--- src/hw/rtl/histogram_otsu_threshold_top_assert.svh ---
// Assertion macros for the Otsu threshold block.
// Used by histogram_otsu_threshold_top; needs clk and rst_n in scope.
`ifndef HISTOGRAM_OTSU_THRESHOLD_TOP_ASSERT_SVH
`define HISTOGRAM_OTSU_THRESHOLD_TOP_ASSERT_SVH
`ifndef SYNTH
`define HOT_ASSERT_SAME(lbl, ante, cons) \
    lbl: assert property (@(posedge clk) disable iff (!rst_n) (ante) |-> (cons)) \
        else $error("assertion failed");
`define HOT_ASSERT_NEXT(lbl, ante, cons) \
    lbl: assert property (@(posedge clk) disable iff (!rst_n) (ante) |=> (cons)) \
        else $error("assertion failed");
`else
`define HOT_ASSERT_SAME(lbl, ante, cons)
`define HOT_ASSERT_NEXT(lbl, ante, cons)
`endif
`endif

--- src/hw/rtl/hot_pkg.sv ---
// Shared types and constants for the Otsu threshold block.
// No dependencies.
`default_nettype none
package hot_pkg;
    localparam int PIXEL_W         = 8;
    localparam int PIXEL_COUNT_W   = 24;
    localparam int BIN_COUNT_DEF   = 256;
    localparam int COUNT_WIDTH_DEF = 24;
    localparam int QUEUE_DEPTH     = 4;

    typedef struct packed {
        logic [PIXEL_W-1:0] bin;
        logic               last;
    } hot_item_t;
endpackage
`default_nettype wire

--- src/hw/rtl/hot_front.sv ---
// Input side: accepts pixel words, clamps them to a bin and queues them.
// Depends on hot_pkg.
`default_nettype none
module hot_front
    import hot_pkg::*;
#(
    parameter int BIN_COUNT = BIN_COUNT_DEF
)
(
    input  wire logic               clk,
    input  wire logic               rst_n,
    input  wire logic               start,
    output logic                    busy,
    input  wire logic [PIXEL_W-1:0] pixel,
    input  wire logic               last_pixel,
    input  wire logic               pop,
    output hot_item_t               head,
    output logic                    head_valid,
    input  wire logic               result_done
);
    localparam int PTR_W = $clog2(QUEUE_DEPTH);

    hot_item_t queue_reg [QUEUE_DEPTH];
    logic [PTR_W-1:0] wr_ptr_reg, rd_ptr_reg;
    logic [PTR_W:0]   count_reg, count_next;
    logic             last_pending_reg;
    logic             accept;
    logic             do_pop;
    hot_item_t        item_in;

    assign busy       = (count_reg == (PTR_W+1)'(QUEUE_DEPTH)) || last_pending_reg;
    assign accept     = start && !busy;
    assign head_valid = (count_reg != '0);
    assign do_pop     = pop && head_valid;
    assign head       = queue_reg[rd_ptr_reg];

    always_comb
    begin
        item_in.last = last_pixel;
        if ({1'b0, pixel} >= (PIXEL_W+1)'(BIN_COUNT))
        begin
            item_in.bin = PIXEL_W'(BIN_COUNT - 1);
        end
        else
        begin
            item_in.bin = pixel;
        end
        count_next = count_reg + (PTR_W+1)'(accept) - (PTR_W+1)'(do_pop);
    end

    always_ff @(posedge clk)
    begin
        if (accept)
        begin
            queue_reg[wr_ptr_reg] <= item_in;
        end
    end

    always_ff @(posedge clk or negedge rst_n)
    begin
        if (!rst_n)
        begin
            wr_ptr_reg       <= '0;
            rd_ptr_reg       <= '0;
            count_reg        <= '0;
            last_pending_reg <= 1'b0;
        end
        else
        begin
            if (accept)
            begin
                wr_ptr_reg <= wr_ptr_reg + 1'b1;
            end
            if (do_pop)
            begin
                rd_ptr_reg <= rd_ptr_reg + 1'b1;
            end
            count_reg <= count_next;
            if (accept && last_pixel)
            begin
                last_pending_reg <= 1'b1;
            end
            else if (result_done)
            begin
                last_pending_reg <= 1'b0;
            end
        end
    end
endmodule
`default_nettype wire

--- config.mk ---
export PLATFORM = sky130hd
export DESIGN_NAME = hot_front
export DESIGN_NICKNAME = d
export VERILOG_FILES = /design/src/hw/rtl/histogram_otsu_threshold_top_assert.svh /design/src/hw/rtl/hot_pkg.sv /design/src/hw/rtl/hot_front.sv
export SDC_FILE = /design/constraint.sdc
export NUM_CORES = 1
export LEC_CHECK = 0
export ABC_AREA = 1
export BUFFER_PORTS_ARGS = -buffer_cell sky130_fd_sc_hd__buf_2
export CORE_ASPECT_RATIO = 1.5
export CORE_MARGIN = 2
export CORE_UTILIZATION = 51
export DETAILED_ROUTE_END_ITERATION = 16
export PLACE_DENSITY = 0.8
export SETUP_SLACK_MARGIN = 0.3
export SLEW_MARGIN = 20
export SYNTH_ARGS = -nofsm -noshare
export SYNTH_HDL_FRONTEND = slang
export SYNTH_SLANG_ARGS = --single-unit
--- constraint.sdc ---
create_clock -name clk -period 1.87 [get_ports clk]
set_input_delay 0.374 -clock clk [delete_from_list [all_inputs] [get_ports clk]]
set_output_delay 0.374 -clock clk [all_outputs]
set_load 0.03 [all_outputs]
Word level (Yosys, flattened, before mapping)
Memory sizes are Yosys's and may differ from the RTL's.
Cells that the tools add are included.
{ "word_totals": {"elab_cells": 21, "mem_bits_rw": 36, "reg_bits": 8, "latchBits": 0, "memories": 1, "input_bits": 14, "rom_bits": 0} }
{ "op_classes": {"n_mux": 4, "order_cmp": 0, "reduce_logical": 7, "bitwise_logic": 0, "n_addsub": 4, "mul": 0, "n_eq_ne": 1, "shifts": 0, "div_mod_pow": 0} }
{ "memory_table": {"columns": ["name", "words", "width", "rd", "rd_clocked_by_memory_dff", "wr", "line_no", "text"], "rows": [
  ["queue_reg", 4, 9, 1, 0, 1, "hot_front.sv:23", "hot_item_t queue_reg [QUEUE_DEPTH];"]
]} }
{ "op_table": {"columns": ["cell", "n"], "rows": [
  ["2-bit by 1-bit adder with 2-bit output, second input constant", 2],
  ["1-bit 2-to-1 mux", 4],
  ["3-bit by 1-bit adder with 3-bit output", 1],
  ["3-bit == test, second input constant", 1],
  ["1-bit logical AND", 3],
  ["3-bit nonzero test", 1],
  ["3-bit by 1-bit subtractor with 3-bit output", 1],
  ["2-bit nonzero test", 1],
  ["1-bit zero test", 1],
  ["1-bit logical OR", 1]
]} }

Longest topological paths before layout
Gate-level depths: netlist (run 1).
{ "logic_depth": {"depth_word": 6, "ltp_mapped": 12, "ltp_nobuf": 12} }

Worst setup path before layout (run 1)
OpenSTA, ideal clock, no wires.
{ "synth_path": {"kind": "register to register", "startpoint": "reg count_reg[1]", "endpoint": "reg count_reg[2]", "setup_time_ns": 0.117, "path_stages_with_launch": 13, "n_path_buf": 0, "arrival_ns": 2.047, "slack_ns": -0.294, "required_ns": 1.753, "path_cell_list": "dfrtp_1 nor2_4 nand2_2 nand2_2 inv_1 ha_1 inv_1 ha_1 inv_1 fa_1 xor2_1 nor2_1 nor2_1"} }
{ "synth_via": {"elab_cells_between_ends": 8, "cone_classes": "add/sub: 2; eq/ne: 1; reduce/logical: 5"} }
{ "synth_rtl": {"columns": ["element", "line_no", "text"], "rows": [
  ["start, declared", "hot_front.sv:25", "logic [PTR_W:0] count_reg, count_next;"],
  ["start signal, assigned", "hot_front.sv:78", "count_reg <= count_next;"],
  ["3-bit nonzero test", "hot_front.sv:33", "assign head_valid = (count_reg != '0);"],
  ["named net head_valid", "hot_front.sv:18", "output logic head_valid,"],
  ["1-bit logical AND", "hot_front.sv:34", "assign do_pop = pop && head_valid;"],
  ["named net do_pop", "hot_front.sv:28", "logic do_pop;"],
  ["3-bit by 1-bit subtractor with 3-bit output", "hot_front.sv:48", "count_next = count_reg + (PTR_W+1)'(accept) - (PTR_W+1)'(do_pop);"],
  ["named net count_next[2]", "hot_front.sv:25", null]
]} }
The timed path passes the listed nets, and every way through them passes these cells.
A chain may end at the register's enable or synchronous reset.

Worst setup path in the final report (run 1)
{ "layout_path": {"startpoint": "reg count_reg[1]", "endpoint": "reg rd_ptr_reg[1]"} }
{ "layout_via": {"elab_chain_cells": 2} }
{ "layout_lines": {"columns": ["element", "line_no", "text"], "rows": [
  ["3-bit nonzero test", "hot_front.sv:33", null],
  ["1-bit logical AND", "hot_front.sv:34", null],
  ["end signal, assigned", "hot_front.sv:76", "rd_ptr_reg <= rd_ptr_reg + 1'b1;"],
  ["end, declared", "hot_front.sv:24", "logic [PTR_W-1:0] wr_ptr_reg, rd_ptr_reg;"]
]} }
No other way between the ends.

==> results of run 1 <==
==> area by class of cell <==
| cell class | count | share of cell area |
|---|---|---|
| repair inverters | 2 | 0.0117 |
| clock buffers | 6 | 0.0261 |
| inverters | 14 | 0.0252 |
| well taps | 43 | 0.0193 |
| multi-input cells | 94 | 0.254 |
| repair buffers | 58 | 0.190 |
| flip-flops and latches | 44 | 0.461 |
| clock inverters | 2 | 0.0126 |
==> how the worst max path moves through the flow <==
stage,end,start,slack (ns)
floorplan,count_reg[2],count_reg[1],-0.14
detailed placement,count_reg[2],count_reg[0],-0.19
global placement,count_reg[2],count_reg[0],-0.03
finish,rd_ptr_reg[1],count_reg[1],-0.15
CTS,count_reg[2],count_reg[1],-0.12
global route,count_reg[2],count_reg[1],-0.26
==> synthesized netlist by cell type, drive strengths merged <==
library cell,number,area share
edfxtp,36,0.57
nor2,35,0.074
o21ai,27,0.073
nand2,16,0.038
inv,14,0.028
dfrtp,8,0.11
ha,6,0.039
buf,5,0.028
nand3,3,0.014
nand4,3,0.0099
fa,1,0.011
or2,1,0.0033
xnor2,1,0.0046
xor2,1,0.0046
==> cell usage in the layout (no fill, tap or decap), drive strengths merged <==
| master | instances |
|---|---|
| nand4 | 3 |
| ha | 6 |
| inv | 13 |
| clkinv | 4 |
| bufinv | 1 |
| fa | 1 |
| dlygate4sd3 | 1 |
| xnor2 | 1 |
| buf | 57 |
| nand3 | 3 |
| or2 | 1 |
| clkbuf | 6 |
| nor2 | 35 |
| xor2 | 1 |
| edfxtp | 36 |
| nand2 | 16 |
| o21ai | 27 |
| dfrtp | 8 |
==> worst max-delay path: cells and delay by family (launching register included) <==
kind	cells	cell delay [ns]
buf+inv	11	1.21
simple gates	5	0.30
flops	1	0.40
==> per-stage QoR <==
step	hold WS [ns]	setup WS [ns]	cells	total power (uW)	TNS (ns)
after global routing	0.280	-0.260	263	5170	-1.03
after detailed placement	0.229	-0.189	230	3060	-0.270
after floorplan	0.0784	-0.140	157	2620	-0.206
after CTS	0.285	-0.119	256	4340	-0.307
after global placement	0.219	-0.0340	230	2920	-0.0340
final	0.287	-0.150	263	4910	-0.462
==> power by group through the flow <==
stage | combinational [uW] | sequential (uW) | clock (uW)
finish | 2770 | 1440 | 704
global route | 2950 | 1460 | 751
CTS | 2220 | 1420 | 704
detailed placement | 1640 | 1420 | 0
global placement | 1530 | 1400 | 0
floorplan | 1210 | 1410 | 0
==> per-layer routing <==
metal  vias to the layer above  track usage  wire length, um
met5                         -            0                0
met2                        54        0.437             2680
met4                         0        0.128              240
met3                        21       0.0357              207
li1                        657            -                -
met1                       669        0.261             1610
==> cells by family (layout without fill, tap and decap cells) <==
kind of cell | Yosys count | count (layout) | share of synthesized area
compound gates | 27 | 27 | 0.0729
xor+xnor | 2 | 2 | 0.00920
fa+ha+maj | 7 | 7 | 0.0499
buf+inv | 19 | 82 | 0.0552
flops | 44 | 44 | 0.673
simple gates | 58 | 58 | 0.140
==> repair_timing <==
| item | in CTS | in global routing |
|---|---|---|
| buffers inserted | 14 | 7 |
| pin swaps | 4 | 16 |
| hold buffers | 1 | 0 |
| setup endpoints to repair | 13 | 15 |
| gates resized for setup | 47 | 64 |
| endpoints found under the hold margin | 8 | 0 |
| cloned | 3 | 0 |
==> impl_metrics.ini, run 1 <==
[power_and_ir_drop]
swShare = 0.405
p_int_uw = 2920
power.switching_uw = 1990
power_density_nw_per_um2 = 1760
power_frac_seq = 0.294
peakVddDrop_mv = 1.42
leakagePower_uw = 0.00113
clockPowerShare = 0.143
combPwrFrac = 0.563

[synth]
synth_area_um2 = 1900
syn_inst = 157
synth.avg_cell_area_um2 = 12.1
ys_types = 23
syn_nets = 178
yosys_register_bits = 44
yosysSeqAreaShare = 0.673
yosysWarnings = 0

[setup_path]
rr_worst_depth = 16
worstReg2RegStart = count_reg[1]
path_cells = nor2_4 -> nand2_4 -> nand2_4 -> buf_4 -> buf_6 -> buf_6 -> buf_6 -> buf_4 -> buf_4 -> buf_6 -> buf_6 -> buf_4 -> buf_6 -> buf_6 -> nand2_2 -> nand2_1
crit_type = flip-flop to flip-flop
cp_max_fo = 2
crit_top_cell = buf_6
required_ns = 2.06
arrival_ns = 2.21
cpMaxStageDelayCell = dfrtp_2
endpoint_kind = flip-flop
cpPeakStageDelay_ns = 0.40
r2r_setup_slack_ns = -0.15
reg2reg_to = rd_ptr_reg[1]
crit_path_start_kind = flip-flop

[cells_and_area]
diodes = 0
largest_reg_flops = 36
drive_gt1_frac = 0.518
utilization = 0.771
multi_input_area_um2 = 708
seq_area_um2 = 1280
nNetsFinal = 240
nFillCells = 201
fin_area_um2 = 2790
synthToLayoutAreaGrowth_pct = 46.3

[clocking]
clock_path_buffers = 2
cts_sinks = 44
htreeDepth = 2
clock_latency_ns = 0.30
cts_tree = built
cts_buffers = 5
root_buffer = clkbuf_8
clkTransAtPathRegs_ns = 0.08

[global_routing]
track_usage = 0.243
grt_first_pass_wirelength_mm = 7.07
grt_overflow = 0
antenna_found_initial = 0
grt_pass1_vias = 1484
grt_max_degree = 20

[route]
dr.first_iter.drc_count = 27
drt.antenna.violating_nets = 0
firstDrtPassIters = 4
routedWlPerCell_um = 18.0
via_per_inst = 5.33
drcViolationCount = 0
routed_wl_mm = 4.74
vias = 1401

[sta]
rsz0062_at_grt = true
hold_viol_final = 0
final-setup-viol-count = 5
fmax_mhz = 495
fin_crit_ns = 2.02
tightest_slew_ns = 0.273
setup_slack_ns = -0.150
maxSlewViolCount = 0
finalCritPeriodShare = 1.08
fin_skew_ns = 0.00848
slew_headroom = 0.818

[min_path]
holdPathStages = 1
hold-path-endpoint = queue_reg[3][7]
hp-start = pixel[6]
worstHoldPathType = input pin to flip-flop

[job]
cap_violations = 0

[placement]
place_area_um2 = 2120
hpwl_mm = 2.45
gp_congestion = 0.687
portBuffers = 24

[die]
core_um2 = 3610
fp.dieW_um = 53.9
num_rows = 27
die_y_um = 78.8
die-area_um2 = 4250
pin_count = 25
start_util = 0.527

[outcome]
violations = negative setup slack
status = finished, violations left
(Power assumes the default switching activity.)
==> run 2: changes to the inputs <==
--- a/config.mk
+++ b/config.mk
@@ -8,8 +8,8 @@
 export ABC_AREA = 1
-export BUFFER_PORTS_ARGS = -buffer_cell sky130_fd_sc_hd__buf_2
 export CORE_ASPECT_RATIO = 1.5
 export CORE_MARGIN = 2
-export CORE_UTILIZATION = 51
+export CORE_UTILIZATION = 55
 export DETAILED_ROUTE_END_ITERATION = 16
-export PLACE_DENSITY = 0.8
+export DONT_BUFFER_PORTS = 1
+export PLACE_DENSITY = 0.78
 export SETUP_SLACK_MARGIN = 0.3
--- a/constraint.sdc
+++ b/constraint.sdc
@@ -3,2 +3,2 @@
 set_output_delay 0.374 -clock clk [all_outputs]
-set_load 0.03 [all_outputs]
+set_load 0.005 [all_outputs]
==> impl_metrics.ini, run 2 (synthesized netlist as in run 1, its figures left out) <==
[outcome]
status = finished, violations left
violations = negative setup slack

[setup_path]
endpoint_kind = flip-flop
arrival_ns = 2.15
cp_max_fo = 2
required_ns = 2.06
path_cells = nor2_4 -> nand2_2 -> nand2_2 -> inv_2 -> ha_4 -> inv_2 -> ha_4 -> inv_2 -> fa_2 -> xnor2_1 -> nor2_1 -> nor2_1
crit_path_start_kind = flip-flop
cpMaxStageDelayCell = dfrtp_2
path_buf_inv = 3
crit_family = adder cells
cpPeakStageDelay_ns = 0.43
crit_top_cell = inv_2
crit_type = flip-flop to flip-flop

[cells_and_area]
utilization = 0.719
nFillCells = 224
final_common_cell = edfxtp_1
diodes = 0
final_cell_mix = edfxtp_1, nor2_1, buf_4
largest_reg_flops = 36
synthToLayoutAreaGrowth_pct = 26.5
seq_area_um2 = 1290
multi_input_area_um2 = 631
nNetsFinal = 207
drive_gt1_frac = 0.353

[min_path]
worstHoldPathType = input pin to flip-flop

[route]
firstDrtPassIters = 4
vias = 1249
routed_wl_mm = 4.07
drt.antenna.violating_nets = 0
drcViolationCount = 0
routedWlPerCell_um = 17.8
dr.first_iter.drc_count = 41
via_per_inst = 5.45

[job]
cap_violations = 0

[clocking]
htreeDepth = 2
clkTransAtPathRegs_ns = 0.08
root_buffer = clkbuf_8
clock_path_buffers = 2
cts_sinks = 44
cts_buffers = 5
cts_tree = built
clock_latency_ns = 0.29

[power_and_ir_drop]
peakVddDrop_mv = 1.18
power_density_nw_per_um2 = 1580
leakagePower_uw = 0.000924

[die]
pin_count = 25
die-area_um2 = 3960
die_y_um = 76.1
start_util = 0.568
fp.dieW_um = 52.0
num_rows = 26
core_um2 = 3350

[global_routing]
track_usage = 0.229
grt_first_pass_wirelength_mm = 6.27
grt_max_degree = 21
grt_pass1_vias = 1351
grt_overflow = 0
antenna_found_initial = 0

[sta]
final-setup-viol-count = 2
rsz0062_at_grt = true
hold_viol_final = 0
finalCritPeriodShare = 1.05
fin_setup_tns_ns = -0.115
setup_slack_ns = -0.0968
fin_skew_ns = 0.00438
slew_headroom = 0.755
maxSlewViolCount = 0
fin_crit_ns = 1.97
fmax_mhz = 508
tightest_slew_ns = 0.367

[placement]
portBuffers = 0
dp_slack_ns = -0.138
hpwl_mm = 2.29
gp_congestion = 0.691
[run 2: worst register-to-register path, cell delays in order (launching register included)]
cell,delay [ns]
dfrtp_2,0.43
nor2_4,0.16
nand2_2,0.08
nand2_2,0.08
inv_2,0.06
ha_4,0.21
inv_2,0.06
ha_4,0.12
inv_2,0.03
fa_2,0.35
xnor2_1,0.13
nor2_1,0.10
nor2_1,0.06
[run 2: repair_timing]
item | 4_1_cts | 5_1_grt
hold buffers | 1 | 0
gates resized for setup | 42 | 13
pin swaps | 15 | 9
endpoints found under the setup margin | 11 | 13
hold endpoints to repair | 8 | 0
setup buffers | 5 | 3
gates cloned | 3 | 0
[run 2: through the flow]
stage / power, uW / instance area (um^2) / hold WS [ns] / instances
after floorplan: 2290 / 1910 / 0.0784 / 157
after global placement: 2480 / 2020 / 0.0786 / 209
after detailed placement: 2580 / 2020 / 0.0786 / 209
after CTS: 3650 / 2340 / 0.162 / 226
after global routing: 4050 / 2410 / 0.152 / 229
final: 3800 / 2410 / 0.174 / 229
[run 2: cell type report]
class                           count  area share
Tap cell                           42      0.0218
Inverter                           14      0.0280
Timing Repair Buffer               27       0.120
Sequential cell                    44       0.534
Clock buffer                        6      0.0301
Multi-Input combinational cell     94       0.262
Clock inverter                      2     0.00467
[run 2: per-layer routing]
metal	global-route usage	up-vias	wire length, um
met4	0.147	0	183
met2	0.395	52	2320
met1	0.208	591	1280
met3	0.0922	17	281
met5	0	-	0
li1	-	589	-
[run 2: path summary, 6_finish.rpt]
path / slack (ns) / cells past startpoint / from / endpoint
max: -0.1 / 12 / count_reg[1] / count_reg[2]
min: 0.17 / 0 / pixel[1] / queue_reg[2][2]
max reg2reg: -0.1 / 12 / count_reg[1] / count_reg[2]
min reg2reg: 0.55 / 2 / wr_ptr_reg[0] / wr_ptr_reg[0]
max in group asynchronous: 1.15 / 1 / rst_n / rd_ptr_reg[0]
min in group asynchronous: 0.42 / 1 / rst_n / count_reg[0]
[run 2: power by group]
| group | leakage, uW | switching [uW] | internal [uW] |
|---|---|---|---|
| sequential | 0.000422 | 186 | 1300 |
| clock | 0.0000388 | 297 | 259 |
| combinational | 0.000463 | 924 | 836 |
| total | 0.000924 | 1410 | 2390 |
==> run 3: changes to the inputs <==
Settings changed: CORE_UTILIZATION 55 to 58, CTS_BUF_LIST set to sky130_fd_sc_hd__clkbuf_4, PLACE_DENSITY 0.78 to 0.81.
==> impl_metrics.ini, run 3 (synthesized netlist as in run 1, its figures left out) <==
[global_routing]
track_usage = 0.235
grt_first_pass_wirelength_mm = 6.04
antenna_found_initial = 0
grt_overflow = 0
grt_pass1_vias = 1325
grt_max_degree = 21

[setup_path]
worstReg2RegStart = count_reg[0]
cpPeakStageDelay_ns = 0.44
crit_type = flip-flop to flip-flop
cpMaxStageDelayCell = dfrtp_1
crit_start = count_reg[0]
cp_max_fo = 2
path_buf_inv = 3
crit_family = adder cells
required_ns = 2.12
endpoint_kind = flip-flop
crit_path_start_kind = flip-flop
arrival_ns = 2.28
path_cells = nor2_4 -> nand2_2 -> nand2_2 -> inv_2 -> ha_4 -> inv_4 -> ha_4 -> inv_2 -> fa_2 -> xor2_1 -> nor2_1 -> nor2_1

[power_and_ir_drop]
swShare = 0.378
combPwrFrac = 0.450
leakagePower_uw = 0.000909
clockPowerShare = 0.156
power.switching_uw = 1400
power_uw = 3710
p_int_uw = 2310
power_frac_seq = 0.394
power_density_nw_per_um2 = 1580
peakVddDrop_mv = 1.02

[sta]
finalCritPeriodShare = 1.09
fmax_mhz = 491
slew_headroom = 0.746
setup_slack_ns = -0.166
fin_crit_ns = 2.04
final-setup-viol-count = 3
hold_viol_final = 0
fin_setup_tns_ns = -0.307
fin_skew_ns = 0.0110
rsz0062_at_grt = true
maxSlewViolCount = 0
tightest_slew_ns = 0.380

[min_path]
hp-start = pixel[3]
worstHoldPathType = input pin to flip-flop

[clocking]
clock_path_buffers = 2
cts_tree = built
cts_buffers = 5
root_buffer = clkbuf_4
htreeDepth = 2
clkTransAtPathRegs_ns = 0.13
clock_latency_ns = 0.36
cts_sinks = 44

[die]
num_rows = 25
fp.dieW_um = 50.8
die-area_um2 = 3770
pin_count = 25
die_y_um = 74.2
core_um2 = 3160
start_util = 0.603

[cells_and_area]
fin_area_um2 = 2350
final_cell_mix = edfxtp_1, nor2_1, buf_4
diodes = 0
drive_gt1_frac = 0.387
largest_reg_flops = 36
final_common_cell = edfxtp_1
nNetsFinal = 211
nFillCells = 205
synthToLayoutAreaGrowth_pct = 23.7
final_cell_count_no_fill = 231

[placement]
dp_slack_ns = -0.170
gp_congestion = 0.728
portBuffers = 0
hpwl_mm = 2.27
place_area_um2 = 1990
dp_cells = 203

[outcome]
violations = negative setup slack
status = finished, violations left

[route]
firstDrtPassIters = 4
vias = 1265
routedWlPerCell_um = 16.9
drt.antenna.violating_nets = 0
via_per_inst = 5.48
routed_wl_mm = 3.92
drcViolationCount = 0
dr.first_iter.drc_count = 43

[job]
cap_violations = 0
-- run 3: changes by cell type in the layout (fill, tap and decap cells not counted), sizes merged --
cell,delta
buf,+2
clkinvlp,+2
bufinv,+1
clkbuf,-1
clkinv,-1
inv,+1
-- run 3: per-stage QoR --
stage / hold WS [ns] / utilization
after floorplan: 0.0784 / -
after global placement: 0.0786 / 0.629
after detailed placement: 0.0787 / 0.629
after CTS: 0.0953 / 0.724
after global routing: 0.0744 / 0.745
final: 0.0996 / 0.745
-- run 3: routing by layer --
metal / part of all wire / GRT usage
met4: 0.027 / 0.129
met2: 0.58 / 0.458
met1: 0.34 / 0.205
met5: 0 / 0
met3: 0.055 / 0.0763
-- run 3: layout make-up --
class	count	area, um^2	share of cell area
Clock buffer	5	37.5	0.0159
Clock inverter	3	42.5	0.0181
Inverter	14	65.1	0.0276
Multi-Input combinational cell	94	629	0.267
Sequential cell	44	1280	0.546
Tap cell	40	50.0	0.0213
Timing Repair Buffer	29	230	0.0978
Timing Repair inverter	2	15.0	0.00638
-- run 3: power by group through the flow --
stage | sequential [uW] | combinational (uW) | clock [uW]
floorplan | 1410 | 887 | 0
global placement | 1430 | 1020 | 0
detailed placement | 1440 | 1110 | 0
CTS | 1450 | 1530 | 577
global route | 1480 | 1820 | 628
finish | 1460 | 1670 | 578
-- run 3: path summary, 6_finish.rpt --
kind / end / cells past startpoint / slack, ns
setup / recovery: count_reg[2] / 12 / -0.17
hold reg to reg: wr_ptr_reg[0] / 2 / 0.56
setup reg to reg: count_reg[2] / 12 / -0.17
hold / removal: queue_reg[1][4] / 0 / 0.1
max in group asynchronous: count_reg[1] / 1 / 1.22
min in group asynchronous: wr_ptr_reg[0] / 1 / 0.35
-- run 3: repair_timing --
item | in CTS | in global routing
setup endpoints to repair | 18 | 13
gates resized for setup | 38 | 10
buffers inserted | 11 | 4
cloned | 4 | 0
pin swaps | 22 | 12
hold endpoints to repair | 8 | 0
hold buffers | 1 | 0
